==> src/design/cams_pkg.sv <==
// ----------------------------------------------------------------------------
// cams_pkg
// Shared types, constants and helpers for the abbreviation match scorer.
// ----------------------------------------------------------------------------
package cams_pkg;

  localparam int MAX_TEXT_LEN = 64;
  localparam int MAX_ABBR_LEN = 16;

  localparam int POS_W   = 7;   // holds 0..MAX_TEXT_LEN
  localparam int LEN_W   = 5;   // holds 0..MAX_ABBR_LEN and the raw register
  localparam int IDX_W   = 4;   // indexes one abbreviation byte
  localparam int HITS_W  = 6;
  localparam int PAIRS_W = 5;
  localparam int SCORE_W = 12;
  localparam int CFG_W   = 64;
  localparam int CFG_IDX_W = 2;

  localparam logic [CFG_IDX_W-1:0] CFG_ABBR_LO  = 2'd0;
  localparam logic [CFG_IDX_W-1:0] CFG_ABBR_HI  = 2'd1;
  localparam logic [CFG_IDX_W-1:0] CFG_ABBR_LEN = 2'd2;

  localparam logic [7:0] CH_UNDERSCORE = 8'h5F;
  localparam logic [7:0] CH_SPACE      = 8'h20;

  localparam logic [SCORE_W-1:0] SCORE_EXACT     = 12'd1000;
  localparam logic [SCORE_W-1:0] SCORE_PREFIX    = 12'd900;   // 800 + 100
  localparam logic [SCORE_W-1:0] SCORE_SUBSTRING = 12'd500;   // 400 + 100
  localparam logic [SCORE_W-1:0] SCORE_SUBSEQ    = 12'd500;
  localparam logic [SCORE_W-1:0] SCORE_EMPTY     = 12'd100;
  localparam logic [SCORE_W-1:0] SCORE_PER_HIT   = 12'd50;
  localparam logic [SCORE_W-1:0] SCORE_PER_PAIR  = 12'd10;

  typedef enum logic [2:0] {
    KIND_NONE      = 3'd0,
    KIND_SUBSEQ    = 3'd1,
    KIND_SUBSTRING = 3'd2,
    KIND_PREFIX    = 3'd3,
    KIND_EXACT     = 3'd4,
    KIND_EMPTY     = 3'd5
  } kind_t;

  typedef struct packed {
    logic [SCORE_W-1:0] score;
    kind_t              kind;
    logic               too_long;
  } result_t;

  function automatic logic is_upper(input logic [7:0] c);
    return (c >= 8'h41) && (c <= 8'h5A);
  endfunction

  function automatic logic is_lower(input logic [7:0] c);
    return (c >= 8'h61) && (c <= 8'h7A);
  endfunction

  function automatic logic [7:0] fold_case(input logic [7:0] c);
    return is_upper(c) ? (c + 8'd32) : c;
  endfunction

endpackage

==> src/design/context_abbrev_match_score.sv <==
// ----------------------------------------------------------------------------
// context_abbrev_match_score
// Streams a candidate text byte by byte and scores it against a configured
// abbreviation: empty, exact, prefix, substring or greedy subsequence match.
// ----------------------------------------------------------------------------
//  channel  | ports                                   | direction
//  ---------+-----------------------------------------+----------
//  in       | in_valid/in_ready, in_text_byte,        | input
//           | in_last_byte                            |
//  out      | out_valid/out_ready, out_score,         | output
//           | out_match_kind, out_text_too_long       |
//  cfg      | cfg_valid/cfg_ready, cfg_index, cfg_data| input
//
//  One text byte is taken per cycle while in_ready is high; the running flags
//  and counters update in the cycle it transfers, and the score is registered
//  into the output register, or the skid entry while that is held. The two
//  entries keep input flowing while a result waits; in_ready drops only while
//  the skid entry is occupied. Reset is synchronous; cfg_ready is always high.
// ----------------------------------------------------------------------------
module context_abbrev_match_score
  import cams_pkg::*;
(
  input  logic                 clk,
  input  logic                 rst_n,

  input  logic                 in_valid,
  output logic                 in_ready,
  input  logic [7:0]           in_text_byte,
  input  logic                 in_last_byte,

  output logic                 out_valid,
  input  logic                 out_ready,
  output logic [SCORE_W-1:0]   out_score,
  output logic [2:0]           out_match_kind,
  output logic                 out_text_too_long,

  input  logic                 cfg_valid,
  output logic                 cfg_ready,
  input  logic [CFG_IDX_W-1:0] cfg_index,
  input  logic [CFG_W-1:0]     cfg_data
);

  // configuration
  logic [CFG_W-1:0] abbr_lo_r;
  logic [CFG_W-1:0] abbr_hi_r;
  logic [LEN_W-1:0] abbr_len_r;

  // per-text state
  logic [POS_W-1:0]        pos_r,      pos_nxt;
  logic [LEN_W-1:0]        ptr_r,      ptr_nxt;
  logic                    pfx_ok_r,   pfx_ok_nxt;
  logic [MAX_ABBR_LEN-1:0] prog_r,     prog_nxt;
  logic                    found_r,    found_nxt;
  logic [7:0]              prev_r,     prev_nxt;
  logic                    prev_m_r,   prev_m_nxt;
  logic [HITS_W-1:0]       hits_r,     hits_nxt;
  logic [PAIRS_W-1:0]      pairs_r,    pairs_nxt;
  logic                    ovf_r,      ovf_nxt;

  // output register and skid entry
  logic    out_valid_r;
  result_t out_res_r;
  logic    skid_valid_r;
  result_t skid_res_r;

  logic            in_fire;
  logic            res_valid;
  result_t         res;
  logic [LEN_W-1:0] len;
  logic [MAX_ABBR_LEN-1:0][7:0] abbr_f;

  assign cfg_ready = 1'b1;
  assign in_ready  = ~skid_valid_r;
  assign in_fire   = in_valid & in_ready;
  assign res_valid = in_fire & in_last_byte;

  assign len = (abbr_len_r > LEN_W'(MAX_ABBR_LEN)) ? LEN_W'(MAX_ABBR_LEN) : abbr_len_r;

  always @(*) begin
    for (int k = 0; k < 8; k++) begin
      abbr_f[k]   = fold_case(abbr_lo_r[k*8 +: 8]);
      abbr_f[k+8] = fold_case(abbr_hi_r[k*8 +: 8]);
    end
  end

  // state update for one byte
  always @(*) begin
    logic [7:0]              c;
    logic [MAX_ABBR_LEN-1:0] eq;
    logic                    matched;
    logic [IDX_W-1:0]        len_m1;

    pos_nxt    = pos_r;
    ptr_nxt    = ptr_r;
    pfx_ok_nxt = pfx_ok_r;
    prog_nxt   = prog_r;
    found_nxt  = found_r;
    prev_nxt   = prev_r;
    prev_m_nxt = prev_m_r;
    hits_nxt   = hits_r;
    pairs_nxt  = pairs_r;
    ovf_nxt    = ovf_r;

    c       = fold_case(in_text_byte);
    len_m1  = IDX_W'(len - LEN_W'(1));
    matched = (ptr_r < len) && (abbr_f[ptr_r[IDX_W-1:0]] == c);
    for (int k = 0; k < MAX_ABBR_LEN; k++) begin
      eq[k] = (LEN_W'(k) < len) && (abbr_f[k] == c);
    end

    if (!ovf_r && (pos_r >= POS_W'(MAX_TEXT_LEN))) begin
      ovf_nxt = 1'b1;
    end else if (!ovf_r) begin
      if ((pos_r < {2'b0, len}) && (abbr_f[pos_r[IDX_W-1:0]] != c)) begin
        pfx_ok_nxt = 1'b0;
      end
      prog_nxt = {prog_r[MAX_ABBR_LEN-2:0], 1'b1} & eq;
      if ((len != '0) && prog_nxt[len_m1]) begin
        found_nxt = 1'b1;
      end
      if (matched) begin
        ptr_nxt = ptr_r + LEN_W'(1);
        // the two boundary cases never coincide, so one hit at most per byte
        if ((pos_r == '0) || (prev_r == CH_UNDERSCORE) || (prev_r == CH_SPACE) ||
            ((pos_r != '0) && is_lower(prev_r) && is_upper(in_text_byte))) begin
          hits_nxt = hits_r + HITS_W'(1);
        end
        if (prev_m_r && (pos_r != '0)) begin
          pairs_nxt = pairs_r + PAIRS_W'(1);
        end
      end
      prev_m_nxt = matched;
      prev_nxt   = in_text_byte;
      pos_nxt    = pos_r + POS_W'(1);
    end
  end

  // score of the whole text, taken from the updated state
  always @(*) begin
    logic [SCORE_W-1:0] tlen;
    logic [SCORE_W-1:0] hit_pts;
    logic [SCORE_W-1:0] pair_pts;

    tlen     = SCORE_W'(pos_nxt);
    hit_pts  = SCORE_W'(hits_nxt) * SCORE_PER_HIT;
    pair_pts = SCORE_W'(pairs_nxt) * SCORE_PER_PAIR;

    res.score    = '0;
    res.kind     = KIND_NONE;
    res.too_long = 1'b0;
    if (ovf_nxt) begin
      res.too_long = 1'b1;
    end else if (len == '0) begin
      res.score = SCORE_EMPTY;
      res.kind  = KIND_EMPTY;
    end else if (pfx_ok_nxt && (pos_nxt == {2'b0, len})) begin
      res.score = SCORE_EXACT;
      res.kind  = KIND_EXACT;
    end else if (pfx_ok_nxt && (pos_nxt > {2'b0, len})) begin
      res.score = SCORE_PREFIX - SCORE_W'(len);
      res.kind  = KIND_PREFIX;
    end else if (found_nxt) begin
      res.score = SCORE_SUBSTRING - tlen;
      res.kind  = KIND_SUBSTRING;
    end else if (ptr_nxt >= len) begin
      res.score = SCORE_SUBSEQ + hit_pts - tlen + pair_pts;
      res.kind  = KIND_SUBSEQ;
    end
  end

  // configuration registers
  always @(posedge clk) begin
    if (!rst_n) begin
      abbr_lo_r  <= '0;
      abbr_hi_r  <= '0;
      abbr_len_r <= '0;
    end else if (cfg_valid && cfg_ready) begin
      case (cfg_index)
        CFG_ABBR_LO:  abbr_lo_r  <= cfg_data;
        CFG_ABBR_HI:  abbr_hi_r  <= cfg_data;
        CFG_ABBR_LEN: abbr_len_r <= cfg_data[LEN_W-1:0];
        default: ;    // drop writes beyond the register list
      endcase
    end
  end

  // per-text state; clear after the last byte
  always @(posedge clk) begin
    if (!rst_n || res_valid) begin
      pos_r    <= '0;
      ptr_r    <= '0;
      pfx_ok_r <= 1'b1;
      prog_r   <= '0;
      found_r  <= 1'b0;
      prev_r   <= '0;
      prev_m_r <= 1'b0;
      hits_r   <= '0;
      pairs_r  <= '0;
      ovf_r    <= 1'b0;
    end else if (in_fire) begin
      pos_r    <= pos_nxt;
      ptr_r    <= ptr_nxt;
      pfx_ok_r <= pfx_ok_nxt;
      prog_r   <= prog_nxt;
      found_r  <= found_nxt;
      prev_r   <= prev_nxt;
      prev_m_r <= prev_m_nxt;
      hits_r   <= hits_nxt;
      pairs_r  <= pairs_nxt;
      ovf_r    <= ovf_nxt;
    end
  end

  // output register and skid valid flags
  always @(posedge clk) begin
    if (!rst_n) begin
      out_valid_r  <= 1'b0;
      skid_valid_r <= 1'b0;
    end else if (out_ready || !out_valid_r) begin
      if (skid_valid_r) begin
        out_valid_r  <= 1'b1;
        skid_valid_r <= 1'b0;
      end else begin
        out_valid_r <= res_valid;
      end
    end else if (res_valid) begin
      skid_valid_r <= 1'b1;
    end
  end

  // result payload
  always @(posedge clk) begin
    if (out_ready || !out_valid_r) begin
      out_res_r <= skid_valid_r ? skid_res_r : res;
    end else if (res_valid) begin
      skid_res_r <= res;
    end
  end

  assign out_valid         = out_valid_r;
  assign out_score         = out_res_r.score;
  assign out_match_kind    = out_res_r.kind;
  assign out_text_too_long = out_res_r.too_long;

`ifndef SYNTHESIS
  a_skid_behind_out: assert property (@(posedge clk) disable iff (!rst_n)
    skid_valid_r |-> out_valid_r)
    else $error("skid entry occupied while output register empty");

  a_too_long_zero: assert property (@(posedge clk) disable iff (!rst_n)
    (out_valid && out_text_too_long) |-> (out_score == '0 && out_match_kind == KIND_NONE))
    else $error("overlong text result carries a score");

  a_clear_after_last: assert property (@(posedge clk) disable iff (!rst_n)
    res_valid |=> (pos_r == '0 && ptr_r == '0 && !ovf_r && pfx_ok_r))
    else $error("text state not cleared after last byte");

  a_ptr_bound: assert property (@(posedge clk) disable iff (!rst_n)
    ptr_r <= LEN_W'(MAX_ABBR_LEN))
    else $error("subsequence pointer past abbreviation bound");

  a_pos_bound: assert property (@(posedge clk) disable iff (!rst_n)
    pos_r <= POS_W'(MAX_TEXT_LEN))
    else $error("text position past maximum length");
`endif

endmodule

==> config.mk <==
export PLATFORM = sky130hd
export DESIGN_NAME = context_abbrev_match_score
export DESIGN_NICKNAME = d
export VERILOG_FILES = /design/src/design/cams_pkg.sv /design/src/design/context_abbrev_match_score.sv
export SDC_FILE = /design/constraint.sdc
export NUM_CORES = 1
export LEC_CHECK = 0
export ABC_AREA = 0
export BUFFER_PORTS_ARGS = -buffer_cell sky130_fd_sc_hd__buf_2
export CAP_MARGIN = 20
export CORE_UTILIZATION = 34
export CTS_CLUSTER_SIZE = 20
export DETAILED_ROUTE_END_ITERATION = 10
export SLEW_MARGIN = 20
export SYNTH_ARGS = -nofsm -noshare
export SYNTH_HDL_FRONTEND = slang
export SYNTH_SLANG_ARGS = --single-unit
==> constraint.sdc <==
create_clock -name clk -period 9.6 [get_ports clk]
set_input_delay 1.44 -clock clk [delete_from_list [all_inputs] [get_ports clk]]
set_output_delay 1.44 -clock clk [all_outputs]
set_load 0.1 [all_outputs]
==> metrics.log, run 1 <==
[metrics] run status: finished clean
[metrics] Initial Utilization: 34.5%
[metrics] PortBufs: 97
[metrics] total count of hold-check failures in the final report: 0
[metrics] number of storage elements in the synthesis netlist: 217
[metrics] Hold/Removal Path Class: reg2reg
[metrics] overall die area: 49400 um2
[metrics] highest metal used: met5
[metrics] total DRC errors in the routed layout: 0
[metrics] minimum period implied by the final worst setup slack: 7.82 ns
[metrics] P_leak: 6.77 nW
[metrics] maximum number of pins on one net before global-route repair: 77
[metrics] routed length on met1: 24400 um
[metrics] CORE AREA: 47700 um2
[metrics] Die Wd: 222 um
[metrics] fraction of the mapped netlist area in compound gates: 18.6%
[metrics] # diodes: 0
[metrics] Slew Limit Fails: 0
[metrics] final number of setup-violating endpoints: 0
[metrics] count of placed standard cells including taps: 2554
[metrics] worst hold slack after final layout: 0.455 ns
[metrics] type of origin of the critical path: input pin
[metrics] total nets after synthesis: 2102
[metrics] combinational family with the most area after synthesis: simple AND/OR/NAND/NOR gates
[metrics] GR Util All Layers: 22.4%
[metrics] Final Non-Filler Cells: 2602
[metrics] Clock Tree Root: sky130_fd_sc_hd__clkbuf_16
[metrics] Clk pin slew, worst setup/hold paths: 0.06 ns
[metrics] half-perimeter wire length after placement: 42300 um
[metrics] Area growth, synth to finish: 11.6%
[metrics] Worst EP required: 9.88 ns
[metrics] Detailed Route Iter0 Violations: 1289
[metrics] total CTS buffers: 27
[metrics] gpl congestion: 0.977
[metrics] final worst path period share: 81.5%
[metrics] count of flip-flops with a built-in enable after synthesis: 32
[metrics] sum of overflow across all layers after global routing: 0
[metrics] adder and majority gate portion of the synthesized area: 7.82%
[metrics] H-tree depth reported by CTS: 1
[metrics] number of iterations in the first detailed-routing pass: 5
[metrics] TritonCTS clock tree: yes
[metrics] Finished Core Util: 38.5%
[metrics] cell area after layout: 18400 um2
[metrics] share of final-layout standard cells stronger than drive strength 1: 14.2%
[metrics] RSZ-0062 raised after global routing: false
[metrics] proportion of synthesized area in mux cells: 10.4%
[metrics] top fanout value on the critical path: 22
[metrics] Bufs on Longest Clock Path: 3
[metrics] antenna violations before repair: 2
[metrics] Synth Area per Inst: 8.56 um2
[metrics] category of the most critical setup path: in2reg
[metrics] number of nets in the final layout: 2145
[metrics] Hold-fix buffers, CTS: 0
[metrics] peak ir drop on the vdd network: 105 uV
[metrics] final total power: 2.57 mW
[metrics] vias in the first global route: 14.1k
[metrics] Cell Rows: 80
[metrics] Worst Skew: 0.0419 ns
[metrics] crit end category: flop
[metrics] worst setup timing slack at the placement stage: 1.23 ns
[metrics] wirelength, routed: 55900 um
[metrics] top-level I/O count: 99
[metrics] most common flop cell mapped by yosys: sky130_fd_sc_hd__dfxtp_1
[metrics] critical path data arrival time: 8.11 ns
[metrics] post-route worst setup slack: 1.78 ns
[metrics] Max-Slew Margin vs Limit: 19.6%
[metrics] share of flip-flops with an asynchronous set or reset: 0%
[metrics] Slew @ Worst Pin: 1.20 ns
[metrics] die height: 222 um
[metrics] number of sinks driven by the clock tree: 217
[metrics] global-route wire length before repair: 86000 um
[metrics] Avg Vias per Cell: 5.66
[metrics] power per unit of standard cell area: 140 nW/um2
[metrics] most frequent cells in the layout: 391 x sky130_fd_sc_hd__nand2_1, 183 x sky130_fd_sc_hd__dfxtp_1, 130 x sky130_fd_sc_hd__xnor2_1, 130 x sky130_fd_sc_hd__a21boi_0
[metrics] total number of yosys warnings: 0
[metrics] Skew-Pair Late Insertion Delay: 0.59 ns
[metrics] distinct cell type count after synthesis: 103
[metrics] sequential-to-total area share from yosys stat: 28.3%
[metrics] final routed wire length divided by cell count: 21.5 um
[metrics] Post-Syn Instances: 1925
[metrics] area share of and/or/nand/nor cells after synthesis: 19.1%
[metrics] routed wl met2: 26400 um
[metrics] sum of negative setup slack: 0 ns
[metrics] total via count in the routed design: 14.7k
[metrics] fmax: 0.128 GHz
[metrics] Antenna Nets Post-Route: 0
[metrics] number of max-capacitance violations reported: 0
[metrics] area of placed instances: 17500 um2
[metrics] commonest non-fill, non-tap cell in the layout: sky130_fd_sc_hd__nand2_1
[metrics] # resized after CTS: 0
[metrics] sum of met3 wire segment lengths after detailed routing: 3430 um
[metrics] synthesized-area fraction occupied by xor and xnor cells: 10.9%
[metrics] setup bufs post-CTS: 0
[metrics] cell area after technology mapping: 16500 um2
flip-flops by register name, summed over array words and instances, names as in the netlist, 3 cells and up:
register,cells
pos_r,7
out_score,12
abbr_lo_r,64
abbr_hi_r,64
abbr_len_r,5
hits_r,6
skid_res_r,16
pairs_r,5
out_match_kind,3
prev_r,8
ptr_r,5
prog_r,15
layer usage:
layer | track usage [%] | vias up
met4 | 6.74 | 4
met2 | 37.5 | 521
met5 | 0 | -
li1 | - | 6921
met1 | 29.5 | 7174
met3 | 3.46 | 109
layout make-up:
cell class,instances,area (um2)
flip-flops and latches,217,4670
clock buffers,36,749
clock inverters,12,186
multi-input cells,1522,11000
inverters,73,278
fillers,4840,29400
repair buffers,127,711
well taps,615,769
cells in the mapped netlist, types with 9 or more instances:
cell type / n / area share (%)
sky130_fd_sc_hd__a21bo_2: 9 / 0.55
sky130_fd_sc_hd__nand2_1: 391 / 8.9
sky130_fd_sc_hd__buf_4: 9 / 0.41
sky130_fd_sc_hd__a21boi_0: 130 / 5.9
sky130_fd_sc_hd__o41ai_1: 10 / 0.53
sky130_fd_sc_hd__a31oi_1: 19 / 0.72
sky130_fd_sc_hd__nand2b_1: 11 / 0.42
sky130_fd_sc_hd__o21ai_0: 15 / 0.46
sky130_fd_sc_hd__dfxtp_1: 185 / 22
sky130_fd_sc_hd__or2_2: 10 / 0.38
sky130_fd_sc_hd__buf_2: 16 / 0.49
sky130_fd_sc_hd__and3_1: 10 / 0.38
sky130_fd_sc_hd__nand3_1: 28 / 0.85
sky130_fd_sc_hd__ha_1: 87 / 6.6
sky130_fd_sc_hd__a2bb2oi_1: 13 / 0.69
sky130_fd_sc_hd__nand4_1: 23 / 0.87
sky130_fd_sc_hd__xnor2_1: 130 / 6.9
sky130_fd_sc_hd__clkbuf_1: 63 / 1.4
sky130_fd_sc_hd__a41oi_1: 9 / 0.48
sky130_fd_sc_hd__mux2i_1: 42 / 2.6
sky130_fd_sc_hd__nor2_1: 98 / 2.2
sky130_fd_sc_hd__nor2b_1: 14 / 0.53
sky130_fd_sc_hd__a21oi_1: 90 / 2.7
sky130_fd_sc_hd__fa_1: 10 / 1.2
sky130_fd_sc_hd__a21o_1: 14 / 0.64
sky130_fd_sc_hd__nor3_1: 43 / 1.3
sky130_fd_sc_hd__nor4_1: 24 / 0.91
sky130_fd_sc_hd__o22ai_1: 9 / 0.34
sky130_fd_sc_hd__buf_1: 18 / 0.41
sky130_fd_sc_hd__inv_1: 66 / 1.5
sky130_fd_sc_hd__edfxtp_1: 32 / 5.8
sky130_fd_sc_hd__or3_1: 10 / 0.38
sky130_fd_sc_hd__xor2_1: 75 / 4.0
sky130_fd_sc_hd__mux4_2: 54 / 7.4
worst max-delay path: stages:
cell                       delay (ns)
sky130_fd_sc_hd__buf_2           0.56
sky130_fd_sc_hd__a21oi_1         0.20
sky130_fd_sc_hd__o221a_2         0.36
sky130_fd_sc_hd__a31oi_2         0.43
sky130_fd_sc_hd__xnor2_1         0.14
sky130_fd_sc_hd__mux2i_1         0.15
sky130_fd_sc_hd__nand4_1         0.12
sky130_fd_sc_hd__buf_4           0.23
sky130_fd_sc_hd__nor2_1          0.31
sky130_fd_sc_hd__mux2i_1         0.30
sky130_fd_sc_hd__inv_1           0.09
sky130_fd_sc_hd__ha_1            0.29
sky130_fd_sc_hd__ha_1            0.30
sky130_fd_sc_hd__ha_1            0.32
sky130_fd_sc_hd__fa_1            0.54
sky130_fd_sc_hd__inv_1           0.05
sky130_fd_sc_hd__ha_1            0.29
sky130_fd_sc_hd__fa_1            0.53
sky130_fd_sc_hd__inv_1           0.04
sky130_fd_sc_hd__ha_1            0.32
sky130_fd_sc_hd__a21oi_1         0.23
sky130_fd_sc_hd__o21bai_1        0.09
sky130_fd_sc_hd__a21oi_1         0.24
sky130_fd_sc_hd__o221ai_1        0.18
sky130_fd_sc_hd__xnor2_1         0.26
sky130_fd_sc_hd__o41ai_2         0.08
logic make-up (layout without fill, tap and decap cells):
family,after synthesis,after routing
and+or+nand+nor,699,699
AOI/OAI and AO/OA,417,417
DFF,217,217
xor gates and xnor gates,205,205
buffers and inverters,186,248
muxes,103,103
adders and majority gates,97,97
other,1,1
path summary, 6_finish.rpt:
kind         depth (start not counted)  slack (ns)             to       startpoint
max reg2reg                         27        1.86  out_score[11]    abbr_len_r[1]
min                                  2        0.45       prev_m_r         prev_m_r
min reg2reg                          2        0.45       prev_m_r         prev_m_r
max                                 26        1.78  out_score[11]  in_text_byte[0]
report_power, final:
group | internal (mW) | switching [mW] | leakage (nW)
clock | 0.658 | 0.429 | 0.463
combinational | 0.164 | 0.324 | 4.49
sequential | 0.957 | 0.0416 | 1.82
Note: power is estimated with default switching activity, not from simulation.
==> run 2, diff against run 1 <==
==> constraint.sdc (replaced) <==
create_clock -name clk -period 7.8 [get_ports clk]
set_input_delay 1.17 -clock clk [delete_from_list [all_inputs] [get_ports clk]]
set_output_delay 1.17 -clock clk [all_outputs]
set_load 0.1 [all_outputs]
==> run 2 against run 1 <==
Final cell count grew 1.2%. Sequential cell count unchanged. Combinational power rose by 26%. Final area up 1.7%. Critical path depth grew 1. Non-clock buffer count increased by 32. Global-route usage increased by 0.23 points. Sequential share of layout area down 0.42 points. Clock power up 25%. Routed wire length is 1.2% higher. Via count increased by 0.90%. Count of clock-buffer cells in the layout shrank 3. Largest cell class unchanged. Largest power group unchanged.
==> metrics.log, run 2 (same netlist as run 1, synthesis figures left out) <==
[metrics] footprint of the flip-flops and latches: 4670 um2
[metrics] most frequent cell on the critical path: sky130_fd_sc_hd__ha_1
[metrics] antenna violations before repair: 1
[metrics] maximum number of pins on one net before global-route repair: 77
[metrics] hold worst-path end: prev_r[7]
[metrics] count of placed standard cells including taps: 2586
[metrics] most frequent cells in the layout: 391 x sky130_fd_sc_hd__nand2_1, 184 x sky130_fd_sc_hd__dfxtp_1, 130 x sky130_fd_sc_hd__xnor2_1, 130 x sky130_fd_sc_hd__a21boi_0, 97 x sky130_fd_sc_hd__buf_2
[metrics] Die Wd: 222 um
[metrics] fmax: 0.138 GHz
[metrics] minimum period implied by the final worst setup slack: 7.24 ns
[metrics] vias in the first global route: 14.3k
[metrics] number of iterations in the first detailed-routing pass: 6
[metrics] top-level I/O count: 99
[metrics] category of the most critical setup path: reg2reg
[metrics] # diodes: 0
[metrics] crit end category: flop
[metrics] Skew-Pair Late Insertion Delay: 0.59 ns
[metrics] final worst path period share: 92.8%
[metrics] total count of hold-check failures in the final report: 0
[metrics] Avg Vias per Cell: 5.64
[metrics] number of cells traversed by the worst hold path: 2
[metrics] die height: 222 um
[metrics] total DRC errors in the routed layout: 0
[metrics] wirelength, routed: 56500 um
[metrics] P_leak: 6.95 nW
[metrics] launch point of the worst reg-to-reg path: abbr_lo_r[52]
[metrics] Worst EP required: 8.07 ns
[metrics] combined area of the multi-input logic cells: 11100 um2
[metrics] number of sinks driven by the clock tree: 217
[metrics] global-route wire length before repair: 86500 um
[metrics] peak ir drop on the vdd network: 153 uV
[metrics] type of origin of the critical path: flop
[metrics] Detailed Route Iter0 Violations: 1439
[metrics] Initial Utilization: 34.5%
[metrics] Area growth, synth to finish: 13.5%
[metrics] final routed wire length divided by cell count: 21.5 um
[metrics] sum of overflow across all layers after global routing: 0
[metrics] number of max-capacitance violations reported: 0
[metrics] number of nets in the final layout: 2176
[metrics] register-to-register setup slack: 0.56 ns
[metrics] Slew @ Worst Pin: 1.00 ns
[metrics] Max-Slew Margin vs Limit: 32.5%
[metrics] Bufs on Longest Clock Path: 3
[metrics] Final Non-Filler Cells: 2634
[metrics] setup bufs post-CTS: 0
[metrics] Cell Rows: 80
[metrics] overall die area: 49400 um2
[metrics] total CTS buffers: 26
[metrics] Clk pin slew, worst setup/hold paths: 0.06 ns
[metrics] gpl congestion: 0.973
[metrics] CORE AREA: 47700 um2
[metrics] final number of setup-violating endpoints: 0
[metrics] Critical Path Max Stage Delay: 0.58 ns
[metrics] power per unit of standard cell area: 171 nW/um2
[metrics] RSZ-0062 raised after global routing: false
[metrics] half-perimeter wire length after placement: 42900 um
[metrics] R2R depth: 27
[metrics] Hold Crit Start: prev_r[7]
[metrics] commonest non-fill, non-tap cell in the layout: sky130_fd_sc_hd__nand2_1
[metrics] GR Util All Layers: 22.6%
[metrics] Worst Skew: 0.0499 ns
[metrics] H-tree depth reported by CTS: 1
[metrics] critical path data arrival time: 7.51 ns
[metrics] sum of negative setup slack: 0 ns
[metrics] R2R Path End: out_score[11]
[metrics] largest registers: abbr_hi_r x64, abbr_lo_r x64, skid_res_r x16
[metrics] TritonCTS clock tree: yes
[metrics] Slew Limit Fails: 0
[metrics] Fillers: 4825
[metrics] top fanout value on the critical path: 6
[metrics] Hold/Removal Path Class: reg2reg
[metrics] Clock Tree Root: sky130_fd_sc_hd__clkbuf_16
[metrics] run status: finished clean
[metrics] share of final-layout standard cells stronger than drive strength 1: 16.0%
[metrics] slowest stage cell on the critical path: sky130_fd_sc_hd__or4_1
[metrics] Antenna Nets Post-Route: 0
[metrics] PortBufs: 97
[metrics] total via count in the routed design: 14.9k
==> run 2: final cells by class <==
type / instances / share of cell area (%)
multi-input combinational: 1522 / 59.1
sequential: 217 / 25.0
timing repair buffer: 159 / 5.15
tap: 615 / 4.11
clock buffer: 33 / 4.07
inverter: 73 / 1.49
clock inverter: 15 / 1.12
==> run 2: per-stage QoR <==
stage                     hold slack [ns]  util, %  setup slack [ns]  power, mW  instance area (um2)
after floorplan                     0.427        -             0.510       1.68                16500
after global placement              0.438     37.1             0.438       1.84                17700
after detailed placement            0.446     37.1             0.325       1.85                17700
after CTS                           0.456     39.1             0.478       3.22                18700
after global routing                0.469     39.2            0.0744       3.32                18700
final                               0.458     39.2             0.563       3.20                18700
==> run 2: worst max-delay path by stage <==
stage | from | end | slack, ns | cells past startpoint
2_1_floorplan | in_text_byte[3] | out_score[11] | 0.51 | 28
6_report | abbr_lo_r[52] | out_score[11] | 0.56 | 27
4_1_cts | abbr_hi_r[1] | out_score[11] | 0.48 | 26
3_5_place_dp | in_text_byte[1] | out_score[11] | 0.32 | 25
3_3_place_gp | in_text_byte[1] | out_score[11] | 0.44 | 25
5_1_grt | abbr_lo_r[52] | out_score[11] | 0.07 | 27
==> run 2: metal layers <==
metal | global-route usage (%) | wire length (um) | share of wire, %
met5 | 0 | 16 | 0.028
met4 | 10.4 | 2890 | 5.1
met3 | 3.03 | 4060 | 7.2
met2 | 36.8 | 25700 | 45
met1 | 29.6 | 23900 | 42
==> run 2: timing repair <==
item / CTS / global route
setup endpoints to repair: 0 / 2
hold buffers: 0 / 0
gates resized for setup: 0 / 5
==> run 2: where the power goes <==
| part | internal (mW) | switching (mW) |
|---|---|---|
| Sequential | 1.18 | 0.0497 |
| Clock | 0.827 | 0.535 |
| Combinational | 0.209 | 0.404 |
==> run 2: critical path, delay by kind of cell (launching register included) <==
kind                     cells  cell delay, ns
adder cells (fa/ha/maj)      7            2.58
AND/OR/NAND/NOR              4            1.17
AO/OA/AOI/OAI                7            1.09
multiplexers                 3            0.76
XOR/XNOR                     3            0.68
flip-flops                   1            0.38
buffers and inverters        3            0.26
